--- config.mk ---
export PLATFORM = sky130hd
export DESIGN_NAME = terminal_key_sequence_decoder
export DESIGN_NICKNAME = d
export VERILOG_FILES = /design/src/rtl/tksd_pkg.sv /design/src/rtl/tksd_parser.sv /design/src/rtl/terminal_key_sequence_decoder.sv
export SDC_FILE = /design/constraint.sdc
export NUM_CORES = 1
export LEC_CHECK = 0
export ABC_CLOCK_PERIOD_IN_PS = 4290
export BUFFER_PORTS_ARGS = -buffer_cell sky130_fd_sc_hd__buf_2
export CORE_UTILIZATION = 25
export CTS_BUF_LIST = sky130_fd_sc_hd__clkbuf_4
export DETAILED_ROUTE_END_ITERATION = 16
export PLACE_DENSITY = 0.46
export SLEW_MARGIN = 20
export SYNTH_ARGS = -nofsm -noshare
export SYNTH_HDL_FRONTEND = slang
export SYNTH_HIERARCHICAL = 1
export SYNTH_SLANG_ARGS = --single-unit
--- constraint.sdc ---
create_clock -name i_clk -period 4.29 [get_ports i_clk]
set_input_delay 0.2145 -clock i_clk [delete_from_list [all_inputs] [get_ports i_clk]]
set_output_delay 0.2145 -clock i_clk [all_outputs]
set_load 0.1 [all_outputs]
--- src/rtl/tksd_pkg.sv ---
// Shared types, key codes and byte lookup functions for the terminal key decoder.
`default_nettype none

package tksd_pkg;

    typedef enum logic [2:0] {
        PH_IDLE  = 3'd0,
        PH_ESC   = 3'd1,
        PH_CSI   = 3'd2,
        PH_SS3   = 3'd3,
        PH_DIGIT = 3'd4,
        PH_SEMI  = 3'd5,
        PH_FIVE  = 3'd6
    } t_phase;

    typedef struct packed {
        logic       emit;
        logic [5:0] key;
        logic [7:0] ch;
    } t_result;

    localparam logic [5:0] KC_UNKNOWN    = 6'd0;
    localparam logic [5:0] KC_ESC        = 6'd1;
    localparam logic [5:0] KC_ENTER      = 6'd2;
    localparam logic [5:0] KC_BACKSPACE  = 6'd3;
    localparam logic [5:0] KC_TAB        = 6'd4;
    localparam logic [5:0] KC_CTRL_A     = 6'd5;
    localparam logic [5:0] KC_CTRL_B     = 6'd6;
    localparam logic [5:0] KC_CTRL_C     = 6'd7;
    localparam logic [5:0] KC_CTRL_D     = 6'd8;
    localparam logic [5:0] KC_CTRL_E     = 6'd9;
    localparam logic [5:0] KC_CTRL_F     = 6'd10;
    localparam logic [5:0] KC_CTRL_K     = 6'd11;
    localparam logic [5:0] KC_CTRL_L     = 6'd12;
    localparam logic [5:0] KC_CTRL_R     = 6'd13;
    localparam logic [5:0] KC_CTRL_T     = 6'd14;
    localparam logic [5:0] KC_CTRL_U     = 6'd15;
    localparam logic [5:0] KC_CTRL_W     = 6'd16;
    localparam logic [5:0] KC_CTRL_Y     = 6'd17;
    localparam logic [5:0] KC_CTRL_Z     = 6'd18;
    localparam logic [5:0] KC_CTRL_BSL   = 6'd19;
    localparam logic [5:0] KC_ALT_B      = 6'd20;
    localparam logic [5:0] KC_ALT_C      = 6'd21;
    localparam logic [5:0] KC_ALT_D      = 6'd22;
    localparam logic [5:0] KC_ALT_F      = 6'd23;
    localparam logic [5:0] KC_ALT_L      = 6'd24;
    localparam logic [5:0] KC_ALT_T      = 6'd25;
    localparam logic [5:0] KC_ALT_U      = 6'd26;
    localparam logic [5:0] KC_ALT_LT     = 6'd27;
    localparam logic [5:0] KC_ALT_GT     = 6'd28;
    localparam logic [5:0] KC_ALT_BKSP   = 6'd29;
    localparam logic [5:0] KC_UP         = 6'd30;
    localparam logic [5:0] KC_DOWN       = 6'd31;
    localparam logic [5:0] KC_RIGHT      = 6'd32;
    localparam logic [5:0] KC_LEFT       = 6'd33;
    localparam logic [5:0] KC_HOME       = 6'd34;
    localparam logic [5:0] KC_END        = 6'd35;
    localparam logic [5:0] KC_DELETE     = 6'd36;
    localparam logic [5:0] KC_PGUP       = 6'd37;
    localparam logic [5:0] KC_PGDN       = 6'd38;
    localparam logic [5:0] KC_CTRL_LEFT  = 6'd39;
    localparam logic [5:0] KC_CTRL_RIGHT = 6'd40;

    localparam logic [7:0] BYTE_ESC   = 8'd27;
    localparam logic [7:0] BYTE_DEL   = 8'd127;
    localparam logic [7:0] BYTE_BS    = 8'd8;
    localparam logic [7:0] BYTE_TAB   = 8'd9;
    localparam logic [7:0] BYTE_LF    = 8'd10;
    localparam logic [7:0] BYTE_CR    = 8'd13;
    localparam logic [7:0] BYTE_TILDE = 8'h7E;
    localparam logic [7:0] BYTE_SEMI  = 8'h3B;
    localparam logic [7:0] BYTE_FIVE  = 8'h35;
    localparam logic [7:0] BYTE_LBRK  = 8'h5B;
    localparam logic [7:0] BYTE_UC_O  = 8'h4F;

    function automatic logic [5:0] plain_code(input logic [7:0] b);
        logic [5:0] k;
        case (b)
            BYTE_LF, BYTE_CR:  k = KC_ENTER;
            BYTE_DEL, BYTE_BS: k = KC_BACKSPACE;
            BYTE_TAB:          k = KC_TAB;
            8'd1:              k = KC_CTRL_A;
            8'd2:              k = KC_CTRL_B;
            8'd3:              k = KC_CTRL_C;
            8'd4:              k = KC_CTRL_D;
            8'd5:              k = KC_CTRL_E;
            8'd6:              k = KC_CTRL_F;
            8'd11:             k = KC_CTRL_K;
            8'd12:             k = KC_CTRL_L;
            8'd18:             k = KC_CTRL_R;
            8'd20:             k = KC_CTRL_T;
            8'd21:             k = KC_CTRL_U;
            8'd23:             k = KC_CTRL_W;
            8'd25:             k = KC_CTRL_Y;
            8'd26:             k = KC_CTRL_Z;
            8'd28:             k = KC_CTRL_BSL;
            default:           k = KC_UNKNOWN;
        endcase
        return k;
    endfunction

    // other lowercase letters fall through to unknown
    function automatic logic [5:0] alt_code(input logic [7:0] b);
        logic [5:0] k;
        case (b)
            8'h62:             k = KC_ALT_B;
            8'h63:             k = KC_ALT_C;
            8'h64:             k = KC_ALT_D;
            8'h66:             k = KC_ALT_F;
            8'h6C:             k = KC_ALT_L;
            8'h74:             k = KC_ALT_T;
            8'h75:             k = KC_ALT_U;
            8'h3C:             k = KC_ALT_LT;
            8'h3E:             k = KC_ALT_GT;
            BYTE_DEL, BYTE_BS: k = KC_ALT_BKSP;
            default:           k = KC_UNKNOWN;
        endcase
        return k;
    endfunction

    function automatic logic [5:0] tilde_code(input logic [7:0] d);
        logic [5:0] k;
        case (d)
            8'h31:   k = KC_HOME;
            8'h33:   k = KC_DELETE;
            8'h34:   k = KC_END;
            8'h35:   k = KC_PGUP;
            8'h36:   k = KC_PGDN;
            default: k = KC_UNKNOWN;
        endcase
        return k;
    endfunction

    function automatic logic [5:0] csi_code(input logic [7:0] b);
        logic [5:0] k;
        case (b)
            8'h41:   k = KC_UP;
            8'h42:   k = KC_DOWN;
            8'h43:   k = KC_RIGHT;
            8'h44:   k = KC_LEFT;
            8'h48:   k = KC_HOME;
            8'h46:   k = KC_END;
            default: k = KC_UNKNOWN;
        endcase
        return k;
    endfunction

endpackage

`default_nettype wire

--- src/rtl/tksd_parser.sv ---
// Escape sequence parser: phase and held digit registers with the decode logic.
`default_nettype none

module tksd_parser (
    input  wire logic             i_clk,
    input  wire logic             i_rst_n,
    input  wire logic             i_adv,
    input  wire logic             i_op,
    input  wire logic [7:0]       i_byte,
    output tksd_pkg::t_result     o_res
);

    tksd_pkg::t_phase r_phase, n_phase;
    logic [7:0]       r_digit, n_digit;

    always_ff @(posedge i_clk) begin
        if (!i_rst_n) begin
            r_phase <= tksd_pkg::PH_IDLE;
            r_digit <= 8'd0;
        end else if (i_adv) begin
            r_phase <= n_phase;
            r_digit <= n_digit;
        end
    end

    // next state
    always_comb begin
        n_phase = tksd_pkg::PH_IDLE;
        n_digit = r_digit;
        if (!i_op) begin
            case (r_phase)
                tksd_pkg::PH_IDLE: begin
                    if (i_byte == tksd_pkg::BYTE_ESC) n_phase = tksd_pkg::PH_ESC;
                end
                tksd_pkg::PH_ESC: begin
                    if (i_byte == tksd_pkg::BYTE_LBRK)      n_phase = tksd_pkg::PH_CSI;
                    else if (i_byte == tksd_pkg::BYTE_UC_O) n_phase = tksd_pkg::PH_SS3;
                end
                tksd_pkg::PH_CSI: begin
                    if (i_byte >= 8'h30 && i_byte <= 8'h39) begin
                        n_phase = tksd_pkg::PH_DIGIT;
                        n_digit = i_byte;
                    end
                end
                tksd_pkg::PH_DIGIT: begin
                    if (r_digit == 8'h31 && i_byte == tksd_pkg::BYTE_SEMI)
                        n_phase = tksd_pkg::PH_SEMI;
                end
                tksd_pkg::PH_SEMI: begin
                    if (i_byte == tksd_pkg::BYTE_FIVE) n_phase = tksd_pkg::PH_FIVE;
                end
                default: n_phase = tksd_pkg::PH_IDLE;
            endcase
        end
    end

    // result
    always_comb begin
        o_res.emit = 1'b1;
        o_res.key  = tksd_pkg::KC_UNKNOWN;
        o_res.ch   = 8'd0;
        if (i_op) begin
            if (r_phase != tksd_pkg::PH_IDLE) o_res.key = tksd_pkg::KC_ESC;
        end else begin
            case (r_phase)
                tksd_pkg::PH_ESC: begin
                    if (i_byte == tksd_pkg::BYTE_LBRK || i_byte == tksd_pkg::BYTE_UC_O)
                        o_res.emit = 1'b0;
                    else
                        o_res.key = tksd_pkg::alt_code(i_byte);
                end
                tksd_pkg::PH_CSI: begin
                    if (i_byte >= 8'h30 && i_byte <= 8'h39) o_res.emit = 1'b0;
                    else o_res.key = tksd_pkg::csi_code(i_byte);
                end
                tksd_pkg::PH_SS3: begin
                    if (i_byte == 8'h48)      o_res.key = tksd_pkg::KC_HOME;
                    else if (i_byte == 8'h46) o_res.key = tksd_pkg::KC_END;
                end
                tksd_pkg::PH_DIGIT: begin
                    if (i_byte == tksd_pkg::BYTE_TILDE)
                        o_res.key = tksd_pkg::tilde_code(r_digit);
                    else if (r_digit == 8'h31 && i_byte == tksd_pkg::BYTE_SEMI)
                        o_res.emit = 1'b0;
                end
                tksd_pkg::PH_SEMI: begin
                    if (i_byte == tksd_pkg::BYTE_FIVE) o_res.emit = 1'b0;
                end
                tksd_pkg::PH_FIVE: begin
                    if (i_byte == 8'h44)      o_res.key = tksd_pkg::KC_CTRL_LEFT;
                    else if (i_byte == 8'h43) o_res.key = tksd_pkg::KC_CTRL_RIGHT;
                end
                default: begin
                    // idle
                    if (i_byte == tksd_pkg::BYTE_ESC) begin
                        o_res.emit = 1'b0;
                    end else begin
                        o_res.key = tksd_pkg::plain_code(i_byte);
                        if (o_res.key == tksd_pkg::KC_UNKNOWN) o_res.ch = i_byte;
                    end
                end
            endcase
        end
    end

    a_fail_to_idle: assert property (@(posedge i_clk) disable iff (!i_rst_n)
        (i_adv && i_op) |=> (r_phase == tksd_pkg::PH_IDLE))
        else $error("phase not idle after failed read");

    a_fail_emits: assert property (@(posedge i_clk) disable iff (!i_rst_n)
        (i_adv && i_op) |-> (o_res.emit && o_res.ch == 8'd0))
        else $error("failed read gave no clean result");

    a_silent_opens_seq: assert property (@(posedge i_clk) disable iff (!i_rst_n)
        (i_adv && !o_res.emit) |=> (r_phase != tksd_pkg::PH_IDLE))
        else $error("swallowed byte did not advance the sequence");

    a_char_only_plain: assert property (@(posedge i_clk) disable iff (!i_rst_n)
        (o_res.ch != 8'd0) |-> (o_res.key == tksd_pkg::KC_UNKNOWN
                                && r_phase == tksd_pkg::PH_IDLE))
        else $error("character set outside plain idle byte");

endmodule

`default_nettype wire

--- src/rtl/terminal_key_sequence_decoder.sv ---
// Top level: input stage, sequence parser and result register of the key decoder.
//
//  channel  dir  tdata                               tuser
//  s_axis   in   [7:0] byte_req                      [0] op (1 = no byte)
//  m_axis   out  [5:0] key, [13:6] character, pad 0  -
//
// One item per cycle sustained while the output is not stalled; each item
// passes the input register, then is parsed into the result register. The
// phase/held-digit update is the only loop. Bytes inside a sequence give no
// result. Synchronous active-low reset returns the parser to idle and empties
// both stages. A stalled result holds one item in the input stage before
// s_axis_tready drops.
`default_nettype none

module terminal_key_sequence_decoder (
    input  wire logic        i_clk,
    input  wire logic        i_rst_n,
    input  wire logic        s_axis_tvalid,
    output      logic        s_axis_tready,
    input  wire logic [7:0]  s_axis_tdata,   // [7:0] byte_req
    input  wire logic        s_axis_tuser,   // [0] op
    output      logic        m_axis_tvalid,
    input  wire logic        m_axis_tready,
    output      logic [15:0] m_axis_tdata    // [5:0] key, [13:6] character, [15:14] zero
);

    logic       r_in_valid;
    logic       r_in_op;
    logic [7:0] r_in_byte;
    logic       r_out_valid;
    logic [5:0] r_out_key;
    logic [7:0] r_out_ch;

    tksd_pkg::t_result res;
    logic              adv;

    tksd_parser u_parser (
        .i_clk   (i_clk),
        .i_rst_n (i_rst_n),
        .i_adv   (adv),
        .i_op    (r_in_op),
        .i_byte  (r_in_byte),
        .o_res   (res)
    );

    // items with no result move on even while the output is full
    assign adv           = r_in_valid && (!r_out_valid || m_axis_tready || !res.emit);
    assign s_axis_tready = !r_in_valid || adv;

    always_ff @(posedge i_clk) begin
        if (!i_rst_n) begin
            r_in_valid <= 1'b0;
        end else if (s_axis_tready) begin
            r_in_valid <= s_axis_tvalid;
        end
    end

    always_ff @(posedge i_clk) begin
        if (s_axis_tready && s_axis_tvalid) begin
            r_in_op   <= s_axis_tuser;
            r_in_byte <= s_axis_tdata;
        end
    end

    always_ff @(posedge i_clk) begin
        if (!i_rst_n) begin
            r_out_valid <= 1'b0;
        end else if (adv && res.emit) begin
            r_out_valid <= 1'b1;
        end else if (m_axis_tready) begin
            r_out_valid <= 1'b0;
        end
    end

    always_ff @(posedge i_clk) begin
        if (adv && res.emit) begin
            r_out_key <= res.key;
            r_out_ch  <= res.ch;
        end
    end

    assign m_axis_tvalid = r_out_valid;
    assign m_axis_tdata  = {2'b00, r_out_ch, r_out_key};

    a_stall_holds_input: assert property (@(posedge i_clk) disable iff (!i_rst_n)
        (r_in_valid && !adv) |=> (r_in_valid && $stable(r_in_byte) && $stable(r_in_op)))
        else $error("pending input lost during output stall");

    a_no_overwrite: assert property (@(posedge i_clk) disable iff (!i_rst_n)
        (r_out_valid && !m_axis_tready) |-> !(adv && res.emit))
        else $error("result register overwritten while stalled");

    a_out_held: assert property (@(posedge i_clk) disable iff (!i_rst_n)
        (m_axis_tvalid && !m_axis_tready) |=> (m_axis_tvalid && $stable(m_axis_tdata)))
        else $error("result changed while waiting for ready");

endmodule

`default_nettype wire
* Yosys cells after proc, flatten, opt, wreduce, memory -nomap -nowiden
Cells that the tools add are included.
Operators by class: shift-type cells 0, eq/ne operators 52, divide/modulo/power cells 0, mux-type cells 37, bitwise logic cells 2, add/sub/neg operators 0, multipliers 0, reduce and logical (&&, ||, !) cells 22, $lt $le $gt $ge 2
Operators with widths (number):
- == test 8 x 7 -> 1 bit, second input constant | 17
- case mux 5 bit (18 select lines) | 1
- == test 8 x 6 -> 1 bit, second input constant | 9
- case mux 6 bit (6 select lines) | 2
- == test 8 x 5 -> 1 bit, second input constant | 8
- 2-to-1 mux 6 bit | 10
- case mux 5 bit (10 select lines) | 1
- == test 8 x 4 -> 1 bit, second input constant | 6
- case mux 6 bit (5 select lines) | 1
- == test 8 x 3 -> 1 bit, second input constant | 3
- == test 8 x 2 -> 1 bit, second input constant | 2
- 2-to-1 mux 3 bit | 5
- case mux 3 bit (5 select lines) | 1
- 2-to-1 mux 14 bit | 1
- 2-to-1 mux 1 bit | 11
- == test 3 bit, second input constant | 3
- OR reduction 9 bit | 1
- == test 8 x 1 -> 1 bit, second input constant | 1
- greater-or-equal comparator 8 x 6 -> 1 bit, second input constant | 1
- <= comparator 8 x 6 -> 1 bit, second input constant | 1
- 2-to-1 mux 8 bit | 1
- == test 3 x 2 -> 1 bit, second input constant | 2
- logical NOT 6 bit | 1
- OR reduction 2 bit | 3
- other kinds (13) | 23
Word-level totals: memories 0, RAM bits 0, bits in latches 0, logic and storage cells 123, input bits 13, output and inout bits 18, memory bits (read-only) 0, flip-flop bits (word level) 36

* Logic depth before layout (Yosys ltp)
Gate-level depths: netlist of the first run.
depth after elaboration 11, gate-level depth with buffers 12, depth with buffers taken out 10

* Cells and area by module
The synthesis of the first run kept the hierarchy.
Modules (own cells, without submodules):
- tksd_parser | area an instance 1667.8 µm², cells an instance 241, times used 1
- terminal_key_sequence_decoder | area an instance 827.0 µm², cells an instance 38, times used 1

* Least setup slack after synthesis of the first run
OpenSTA, ideal clock, no wires.
path kind register -> register, start register r_in_byte[7], end register u_parser.r_digit[6], data arrival time 2.883 ns, period minus slack after synthesis 2.999 ns, cell stages (with the launch flop) 11, path buffers 1, data required time 4.174 ns, slack 1.291 ns, cells stage by stage edfxtp_1 > or4b_1 > buf_2 > nor3_1 > o221ai_1 > nor3_1 > o311ai_0 > a21boi_1 > nor2b_1 > nand4b_1 > and3_1
RTL lines:
- from (decl) | line terminal_key_sequence_decoder.sv:29 | logic [7:0] r_in_byte;
- from (signal assigned) | line terminal_key_sequence_decoder.sv:61 | r_in_byte <= s_axis_tdata;
- to (signal assigned) | line tksd_parser.sv:22 | r_digit <= n_digit;
- to (decl) | line tksd_parser.sv:14 | logic [7:0] r_digit, n_digit;

==> impl_metrics.toml, run 1 <==
[floorplan]
core_um2 = 9730
start_util_pct = 25.6
die_y_um = 102
num_rows = 36
io_pins = 31
die_w_um = 102
die_area_um2 = 10400

[global_route]
antenna_found_initial = 0
grt_start_max_net_pins = 22
busiest_layer = "met2"
track_usage_pct = 13.7
grt_overflow = 0
gr-usage-met1_pct = 18.9
grt_pass1_wl_um = 10900
grt_pass1_vias = 2049
use_met3_pct = 3.42
met2_usage_pct = 21.4

[clock_tree]
hold_buffers = 0
cts-resized-gates = 0
numCtsBuffers = 5
cts_tree = "done"
htreeDepth = 2
cts.clk_slew.worst_paths_ns = 0.11
cts_buffer_depth = 2
cts.sinks = 36
insertion_delay_ns = 0.34
post_cts_buffers = 0
cts_root_buf = "clkbuf_4"

[place]
numPortBuffers = 28
routabilityCongestion = 0.851
placed_cell_area_um2 = 2770
place_hpwl_um = 4930
place_ws_ns = 0.535

[timing]
hold_viol = 0
clock_skew_ns = 0.00661
min_period_over_period_pct = 88.2
setup_ws_ns = 0.505
maxSlewHeadroom_pct = 30.8
timing.fmax_mhz = 264
rsz0062_at_grt = "false"
final.setup.tns_ns = 0
setup_violations = 0
fin_crit_ns = 3.79
final-max-slew-violation-count = 0
worst_pin_slew_ns = 1.02

[synth]
synth_cells = 279
yosysWarningCount = 6
ys_async_sr_fraction_pct = 0
synth-seq-cells = 36
ys_seq_area_share_pct = 38.1
synth_area_um2 = 2490
synth_ff_type = "edfxtp_1"
synth_edf_count = 23
synth.avg_cell_area_um2 = 8.94
yosysUniqueCellTypes = 64

[drt]
drt_wl_total_um = 6800
drt_iter0_drc = 188
viasPerCell = 5.17
wl_per_cell_um = 15.6
vias = 2249
drcViolationCount = 0
firstDrtPassIters = 5
drtAntennaViolNets = 0

[worst_setup_path]
critical_path_arrival_ns = 4.03
reg2reg_to = "u_parser/r_digit[6]"
end_kind = "register"
cp_max_fo = 13
crit_required_ns = 4.54
cp-startpoint = "r_in_byte[7]"
ff2ff_setup_slack_ns = 0.50
crit_end = "u_parser/r_digit[6]"
crit_type = "reg2reg"
critPathLaunchType = "register"
r2r_cells = 9
rr_startpoint = "r_in_byte[7]"

[final_layout]
n_fill_cell = 1058
final_util_pct = 29.1
layout_common_cells = "buf_2, edfxtp_1, nand2_1, nor3_1, nor2b_1"
area_growth_syn_to_layout_pct = 13.4
fin_area_um2 = 2830
layout_commonest_cell = "buf_2"
drive_above_1_share_pct = 16.6
n_antenna_cell = 0
nNetsFinal = 314

[pwr]
power.leakage_uw = 0.00105
power.total_uw = 734
vdd_drop_max_uv = 103
p_per_area_nw_per_um2 = 259

[min_path]
hold_class = "in2reg"
hold_depth = 1

[outcome]
run_status = "completed"

[run]
drv_cap = 0
==> worst min path at each step <==
stage                         start      endpoint  slack [ns]
floorplan           s_axis_tdata[0]  r_in_byte[0]        0.31
global placement       s_axis_tuser       r_in_op        0.39
detailed placement  s_axis_tdata[2]  r_in_byte[2]        0.39
CTS                 s_axis_tdata[3]  r_in_byte[3]        0.03
global route        s_axis_tdata[2]  r_in_byte[2]       0.006
finish              s_axis_tdata[2]  r_in_byte[2]        0.03
==> sequential cells by signal, indices dropped and copies added, names as in the netlist <==
register	cells
r_in_byte	8
r_out_ch	8
u_parser/r_digit	8
r_out_key	6
u_parser/r_phase	3
m_axis_tvalid	1
r_in_op	1
r_in_valid	1
==> metrics by stage <==
stage	std cells	hold WS (ns)
floorplan	280	0.313
finish	435	0.0338
global placement	427	0.391
global route	435	0.00561
CTS	435	0.0276
detailed placement	427	0.393
==> layout make-up <==
type	instances	area, um2	share of cell area [%]
Clock buffer	7	52.6	1.86
Clock inverter	1	3.75	0.133
Timing Repair Buffer	38	215	7.60
Multi-Input combinational cell	210	1400	49.6
Sequential cell	36	951	33.6
Tap cell	133	166	5.88
Inverter	10	37.5	1.33
==> Yosys cell counts, types with 3 or more instances <==
master / number / area (um2)
xor2_1: 3 / 26.3
nand2b_1: 4 / 25.0
a211oi_1: 5 / 37.5
a21o_1: 5 / 37.5
and3_1: 7 / 43.8
nand2_1: 15 / 56.3
clkbuf_1: 15 / 56.3
or3_1: 4 / 25.0
nand3b_1: 5 / 37.5
inv_1: 10 / 37.5
mux2i_1: 6 / 60.1
a21oi_1: 5 / 25.0
edfxtp_1: 23 / 691
a32oi_1: 5 / 43.8
nand4_1: 6 / 37.5
or4_1: 5 / 37.5
a31oi_1: 3 / 18.8
and2_1: 4 / 25.0
o211ai_1: 7 / 52.6
nand3_1: 12 / 60.1
o32ai_1: 3 / 26.3
buf_4: 3 / 22.5
a21boi_1: 3 / 22.5
o21ai_0: 10 / 50.1
a21boi_0: 5 / 37.5
dfxtp_1: 13 / 260
nor2_1: 12 / 45.0
nor2b_1: 14 / 87.6
nor4bb_1: 4 / 40.0
nor3_1: 15 / 75.1
buf_2: 4 / 20.0
==> where the power goes <==
part           switching, uW  internal [uW]
Clock                    117           75.8
Sequential              17.2            381
Combinational            103           39.1
==> logic make-up after synthesis <==
family	after synthesis	synth area share (%)
simple gates	126	30.9
compound gates	70	20.4
flops	36	38.1
buf+inv	34	5.77
mux	7	2.86
xor+xnor	4	1.40
fa+ha+maj	1	0.401
other cells	1	0.150
==> critical path, stage by stage, from the launching register on <==
cell      delay, ns
edfxtp_1       0.56
or4b_1         0.78
nor3_1         0.39
o221ai_1       0.16
nor3_1         0.13
o311ai_0       0.36
a21boi_1       0.32
nor2b_1        0.24
nand4b_1       0.39
and3_1         0.35
==> metal layers <==
metal | up-vias | part of all wire (%)
li1 | 1117 | -
met5 | - | 0
met2 | 68 | 45
met1 | 1057 | 48
met4 | 0 | 1.2
met3 | 7 | 5.7
(Power assumes the default switching activity.)
==> inputs of run 2 (changes only) <==
--- a/config.mk
+++ b/config.mk
@@ -7,10 +7,12 @@
 export LEC_CHECK = 0
 export ABC_CLOCK_PERIOD_IN_PS = 4290
 export BUFFER_PORTS_ARGS = -buffer_cell sky130_fd_sc_hd__buf_2
+export CELL_PAD_IN_SITES_DETAIL_PLACEMENT = 1
+export CELL_PAD_IN_SITES_GLOBAL_PLACEMENT = 1
 export CORE_UTILIZATION = 25
 export CTS_BUF_LIST = sky130_fd_sc_hd__clkbuf_4
 export DETAILED_ROUTE_END_ITERATION = 16
-export PLACE_DENSITY = 0.46
+export PLACE_DENSITY = 0.55
 export SLEW_MARGIN = 20
 export SYNTH_ARGS = -nofsm -noshare
 export SYNTH_HDL_FRONTEND = slang
==> run 2 against run 1 <==
  * Register-to-register slack got worse by 0.15 ns
  * Final area rose by 0.80%
  * Sequential cell count did not move
  * Combinational power rose by 4%
  * Count of clock-buffer cells in the layout did not move
  * Worst hold slack got worse by 0.019 ns
  * Worst setup slack got worse by 0.15 ns
  * Die area did not move
  * Clock skew rose by 0.015 ns
  * Critical path type unchanged
  * Critical endpoint is now u_parser/r_digit[0]
  * Highest routed layer unchanged
==> impl_metrics.toml, run 2 (synthesized netlist as in run 1, its figures left out) <==
[outcome]
run_status = "completed"

[clock_tree]
htreeDepth = 2
cts.sinks = 36
cts-resized-gates = 0
cts.clk_slew.worst_paths_ns = 0.13
cts_root_buf = "clkbuf_4"
insertion_delay_ns = 0.36
cts_buffer_depth = 2
cts_tree = "done"
numCtsBuffers = 5
hold_buffers = 0
post_cts_buffers = 0

[global_route]
antenna_found_initial = 0
grt_start_max_net_pins = 22
grt_pass1_vias = 2239
grt_overflow = 0
track_usage_pct = 15.5
grt_pass1_wl_um = 12300

[final_layout]
multiInputGateArea_um2 = 1400
layout_common_cells = "buf_2, edfxtp_1, nand2_1, nor3_1, nor2b_1"
n_antenna_cell = 0
reg_top3 = "r_in_byte x8, r_out_ch x8, u_parser/r_digit x8"
n_fill_cell = 1192
area_growth_syn_to_layout_pct = 14.3
layout_commonest_cell = "buf_2"
nNetsFinal = 317
drive_above_1_share_pct = 17.4
seqCellArea_um2 = 951

[timing]
holdWs_ns = 0.0152
final.setup.tns_ns = 0
final-max-slew-violation-count = 0
fin_crit_ns = 3.93
hold_viol = 0
timing.fmax_mhz = 254
rsz0062_at_grt = "false"
maxSlewHeadroom_pct = 31.9
min_period_over_period_pct = 91.6
worst_pin_slew_ns = 1.01
clock_skew_ns = 0.0214
setup_violations = 0

[drt]
drt_iter0_drc = 218
firstDrtPassIters = 4
drt_wl_total_um = 7610
vias = 2344
wl_per_cell_um = 17.4
drcViolationCount = 0
drtAntennaViolNets = 0
viasPerCell = 5.35

[floorplan]
core_um2 = 9730
die_area_um2 = 10400
start_util_pct = 25.6
die_y_um = 102
io_pins = 31
num_rows = 36
die_w_um = 102

[worst_setup_path]
critPathLaunchType = "register"
end_kind = "register"
cp_max_fo = 13
crit_required_ns = 4.53
critical_path_arrival_ns = 4.17
crit_type = "reg2reg"

[place]
place_hpwl_um = 5660
numPortBuffers = 28
routabilityCongestion = 0.846

[pwr]
vdd_drop_max_uv = 99.6
power.leakage_uw = 0.00107
p_per_area_nw_per_um2 = 260

[min_path]
hold_class = "in2reg"

[run]
drv_cap = 0
run 2: cell count changes in the layout (fill, tap and decap cells not counted):
cell   previous run  this run
buf_4            10        13
run 2: cell type report:
class / instances / area share, %
Tap cell: 133 / 5.83
Timing Repair Buffer: 41 / 8.33
Multi-Input combinational cell: 210 / 49.2
Inverter: 10 / 1.32
Clock inverter: 1 / 0.132
Clock buffer: 7 / 1.84
Sequential cell: 36 / 33.3
run 2: stage by stage:
| step | cells | util [%] | setup slack (ns) | cell area, um2 | total power, uW |
|---|---|---|---|---|---|
| after floorplan | 280 | - | 1.29 | 2500 | 515 |
| after global placement | 430 | 28.7 | 0.751 | 2800 | 550 |
| after detailed placement | 430 | 28.7 | 0.443 | 2800 | 551 |
| after CTS | 438 | 29.3 | 0.400 | 2850 | 750 |
| after global routing | 438 | 29.3 | 0.0601 | 2850 | 778 |
| final | 438 | 29.3 | 0.359 | 2850 | 743 |
run 2: final timing paths:
path / endpoint / cells after the start / from / slack [ns]
worst min-delay path: r_in_byte[3] / 1 / s_axis_tdata[3] / 0.02
worst max register to register: u_parser/r_digit[0] / 10 / r_in_byte[7] / 0.36
worst max-delay path: u_parser/r_digit[0] / 10 / r_in_byte[7] / 0.36
worst min register to register: u_parser/r_digit[4] / 2 / u_parser/r_digit[4] / 0.47
run 2: power breakdown:
group          leakage [uW]  switching (uW)  internal, uW
clock             0.0000338             122          75.8
combinational      0.000702             108          39.3
sequential         0.000332            15.8           381
total               0.00107             246           496
run 2: per-layer routing:
metal	wire (um)	part of all wire [%]	up-vias	track usage (%)
met5	0	0	-	0
met4	75	0.99	0	3.30
met3	456	6.0	6	2.53
met2	3260	43	73	23.8
met1	3820	50	1147	22.7
li1	-	-	1118	-
run 2: critical path: stages, from the launching register on:
cell	delay, ns
edfxtp_1	0.58
or4b_1	0.79
nor3_1	0.42
o221ai_1	0.15
nor3_1	0.14
o311ai_0	0.35
a21boi_1	0.34
nor2b_1	0.26
nand4b_1	0.41
mux2i_1	0.29
nor2b_1	0.07
==> inputs of run 3 (changes only) <==
--- a/config.mk
+++ b/config.mk
@@ -5,14 +5,15 @@
 export SDC_FILE = /design/constraint.sdc
 export NUM_CORES = 1
 export LEC_CHECK = 0
+export ABC_AREA = 1
 export ABC_CLOCK_PERIOD_IN_PS = 4290
 export BUFFER_PORTS_ARGS = -buffer_cell sky130_fd_sc_hd__buf_2
 export CELL_PAD_IN_SITES_DETAIL_PLACEMENT = 1
 export CELL_PAD_IN_SITES_GLOBAL_PLACEMENT = 1
-export CORE_UTILIZATION = 25
+export CORE_UTILIZATION = 40
 export CTS_BUF_LIST = sky130_fd_sc_hd__clkbuf_4
 export DETAILED_ROUTE_END_ITERATION = 16
-export PLACE_DENSITY = 0.55
+export PLACE_DENSITY = 0.83
 export SLEW_MARGIN = 20
 export SYNTH_ARGS = -nofsm -noshare
 export SYNTH_HDL_FRONTEND = slang
==> run 3 against run 2 <==
  * Clock skew shrank 0.011 ns
  * Via count up 6.7%
  * Cell count increased by 10%
  * Maximum frequency increased by 33%
  * Synthesized cell count rose by 35%
  * Utilization increased by 17 points
  * Critical path type is now reg2out
==> impl_metrics.toml, run 3 <==
[place]
place_hpwl_um = 6350
routabilityCongestion = 0.982
numPortBuffers = 28
dp.cells = 474
place_ws_ns = 1.60

[worst_setup_path]
cp_max_fo = 10
cp_cell_sequence = "nand2_4 > inv_2 > nand2_2 > o21ai_2 > inv_1 > nor2_1 > nand4_1 > nand4_2 > buf_2"
crit_buf_inv = 3
critPathLaunchType = "register"
crit_type = "reg2out"
end_kind = "primary output"
slowest_delay_ns = 0.63
slowest_stage = "edfxtp_1"
critical_path_arrival_ns = 2.73
crit_family = "simple AND/OR/NAND/NOR gates"
crit_required_ns = 4.08

[pwr]
p_per_area_nw_per_um2 = 266
power.leakage_uw = 0.00128
vdd_drop_max_uv = 143

[final_layout]
reg_top3 = "r_in_byte x8, r_out_ch x8, u_parser/r_digit x8"
drive_above_1_share_pct = 19.2
n_antenna_cell = 0
layout_commonest_cell = "nand2_1"
stdcell_count = 482
nNetsFinal = 419
layout_common_cells = "nand2_1, nor2_1, inv_1, buf_2, edfxtp_1"
area_growth_syn_to_layout_pct = 9.86

[synth]
synth_area_um2 = 2490
synth_common_cells = "nand2_1, nor2_1, inv_1"
ys_async_sr_fraction_pct = 0
synth_ff_type = "edfxtp_1"
synth_cells = 377
synth_edf_count = 23
yosysUniqueCellTypes = 33
yosysWarningCount = 6
synth.top_cell.area_share_pct = 27.8
synth-seq-cells = 36
synth.avg_cell_area_um2 = 6.59
synth_top_cell_by_area = "edfxtp_1"
synthTopCellsByArea = "edfxtp_1, nand2_1, dfxtp_1"
synth_most_common_cell = "nand2_1"
ys_seq_area_share_pct = 38.2

[timing]
fin_crit_ns = 2.95
final.setup.tns_ns = 0
timing.fmax_mhz = 339
rsz0062_at_grt = "false"
final-max-slew-violation-count = 0
hold_viol = 0
clock_skew_ns = 0.00994
worst_pin_slew_ns = 0.598
setup_violations = 0
setup_ws_ns = 1.34
min_period_over_period_pct = 68.7
maxSlewHeadroom_pct = 60.1

[drt]
firstDrtPassIters = 4
wl_per_cell_um = 15.8
viasPerCell = 5.19
drt_iter0_drc = 153
vias = 2500
drt_wl_total_um = 7640
drtAntennaViolNets = 0
drcViolationCount = 0

[min_path]
hold_class = "in2reg"

[global_route]
track_usage_pct = 26.5
grt_start_max_net_pins = 15
grt_overflow = 0
grt_pass1_wl_um = 12800
antenna_found_initial = 0
grt_pass1_vias = 2588

[clock_tree]
cts_root_buf = "clkbuf_4"
cts.sinks = 36
post_cts_buffers = 0
cts-resized-gates = 0
cts_buffer_depth = 2
hold_buffers = 0
cts.clk_slew.worst_paths_ns = 0.11
cts_tree = "done"
numCtsBuffers = 5
insertion_delay_ns = 0.34
htreeDepth = 2

[floorplan]
num_rows = 28
io_pins = 31
die_area_um2 = 6530
start_util_pct = 41.7
core_um2 = 5960
die_w_um = 80.8
die_y_um = 80.8

[outcome]
run_status = "completed"

[run]
drv_cap = 0
==> run 3: cell types whose count changed after synthesis, moves of 14 or more <==
| cell | previous run | this run |
|---|---|---|
| clkbuf_1 | 15 | 1 |
| inv_1 | 10 | 35 |
| inv_2 | 0 | 15 |
| nand2_1 | 15 | 118 |
| nor2_1 | 12 | 69 |
| nor2b_1 | 14 | 0 |
==> run 3: area by class of cell <==
type	count	area [um2]
clock inverter	2	11.3
multi-input combinational	283	1290
sequential	36	951
inverter	52	198
fill	843	3220
clock buffer	6	45.0
tap	75	93.8
timing repair buffer	28	140
==> run 3: power by group <==
| part | total, uW | switching [uW] | leakage [uW] | internal [uW] |
|---|---|---|---|---|
| combinational | 143 | 118 | 0.000919 | 25.4 |
| clock | 184 | 114 | 0.0000360 | 70.1 |
| sequential | 398 | 14.6 | 0.000323 | 383 |
==> run 3: logic make-up (layout without fill, tap and decap cells) <==
logic type	after synthesis	after routing	share of synthesized area, %
buffers and inverters	59	88	9.91
other	1	2	0.151
AOI/OAI and AO/OA	39	39	8.81
DFF	36	36	38.2
and+or+nand+nor	242	242	42.9
==> run 3: worst register-to-register path: cells and delay by family (launching register included) <==
family | cells | cell delay (ns)
flops | 1 | 0.63
compound gates | 3 | 0.50
simple gates | 6 | 1.03
buf+inv | 5 | 0.52
==> run 3: metal layers <==
| metal | vias up | global-route usage, % | part of all wire [%] |
|---|---|---|---|
| met1 | 1173 | 34.1 | 46 |
| li1 | 1242 | - | - |
| met5 | - | 0 | 0 |
| met4 | 0 | 10.9 | 3.1 |
| met2 | 69 | 42.9 | 46 |
| met3 | 16 | 5.39 | 4.9 |
==> run 3: path summary, 6_finish.rpt <==
kind,cells after the start,slack (ns),endpoint,startpoint
worst min register to register,2,0.46,u_parser/r_digit[7],u_parser/r_digit[7]
worst min-delay path,1,0.04,r_in_byte[0],s_axis_tdata[0]
worst max register to register,14,1.54,u_parser/r_phase[1],r_in_byte[0]
worst max-delay path,9,1.34,s_axis_tready,r_in_byte[0]
==> run 3: stage by stage <==
step           instance area, um2  hold WS (ns)  util [%]  total power (uW)
2_1_floorplan                2490         0.312         -               518
3_3_place_gp                 2680         0.390      44.9               546
3_5_place_dp                 2680         0.393      44.9               548
4_1_cts                      2730        0.0208      45.9               738
5_1_grt                      2730        0.0104      45.9               761
6_report                     2730        0.0422      45.9               725
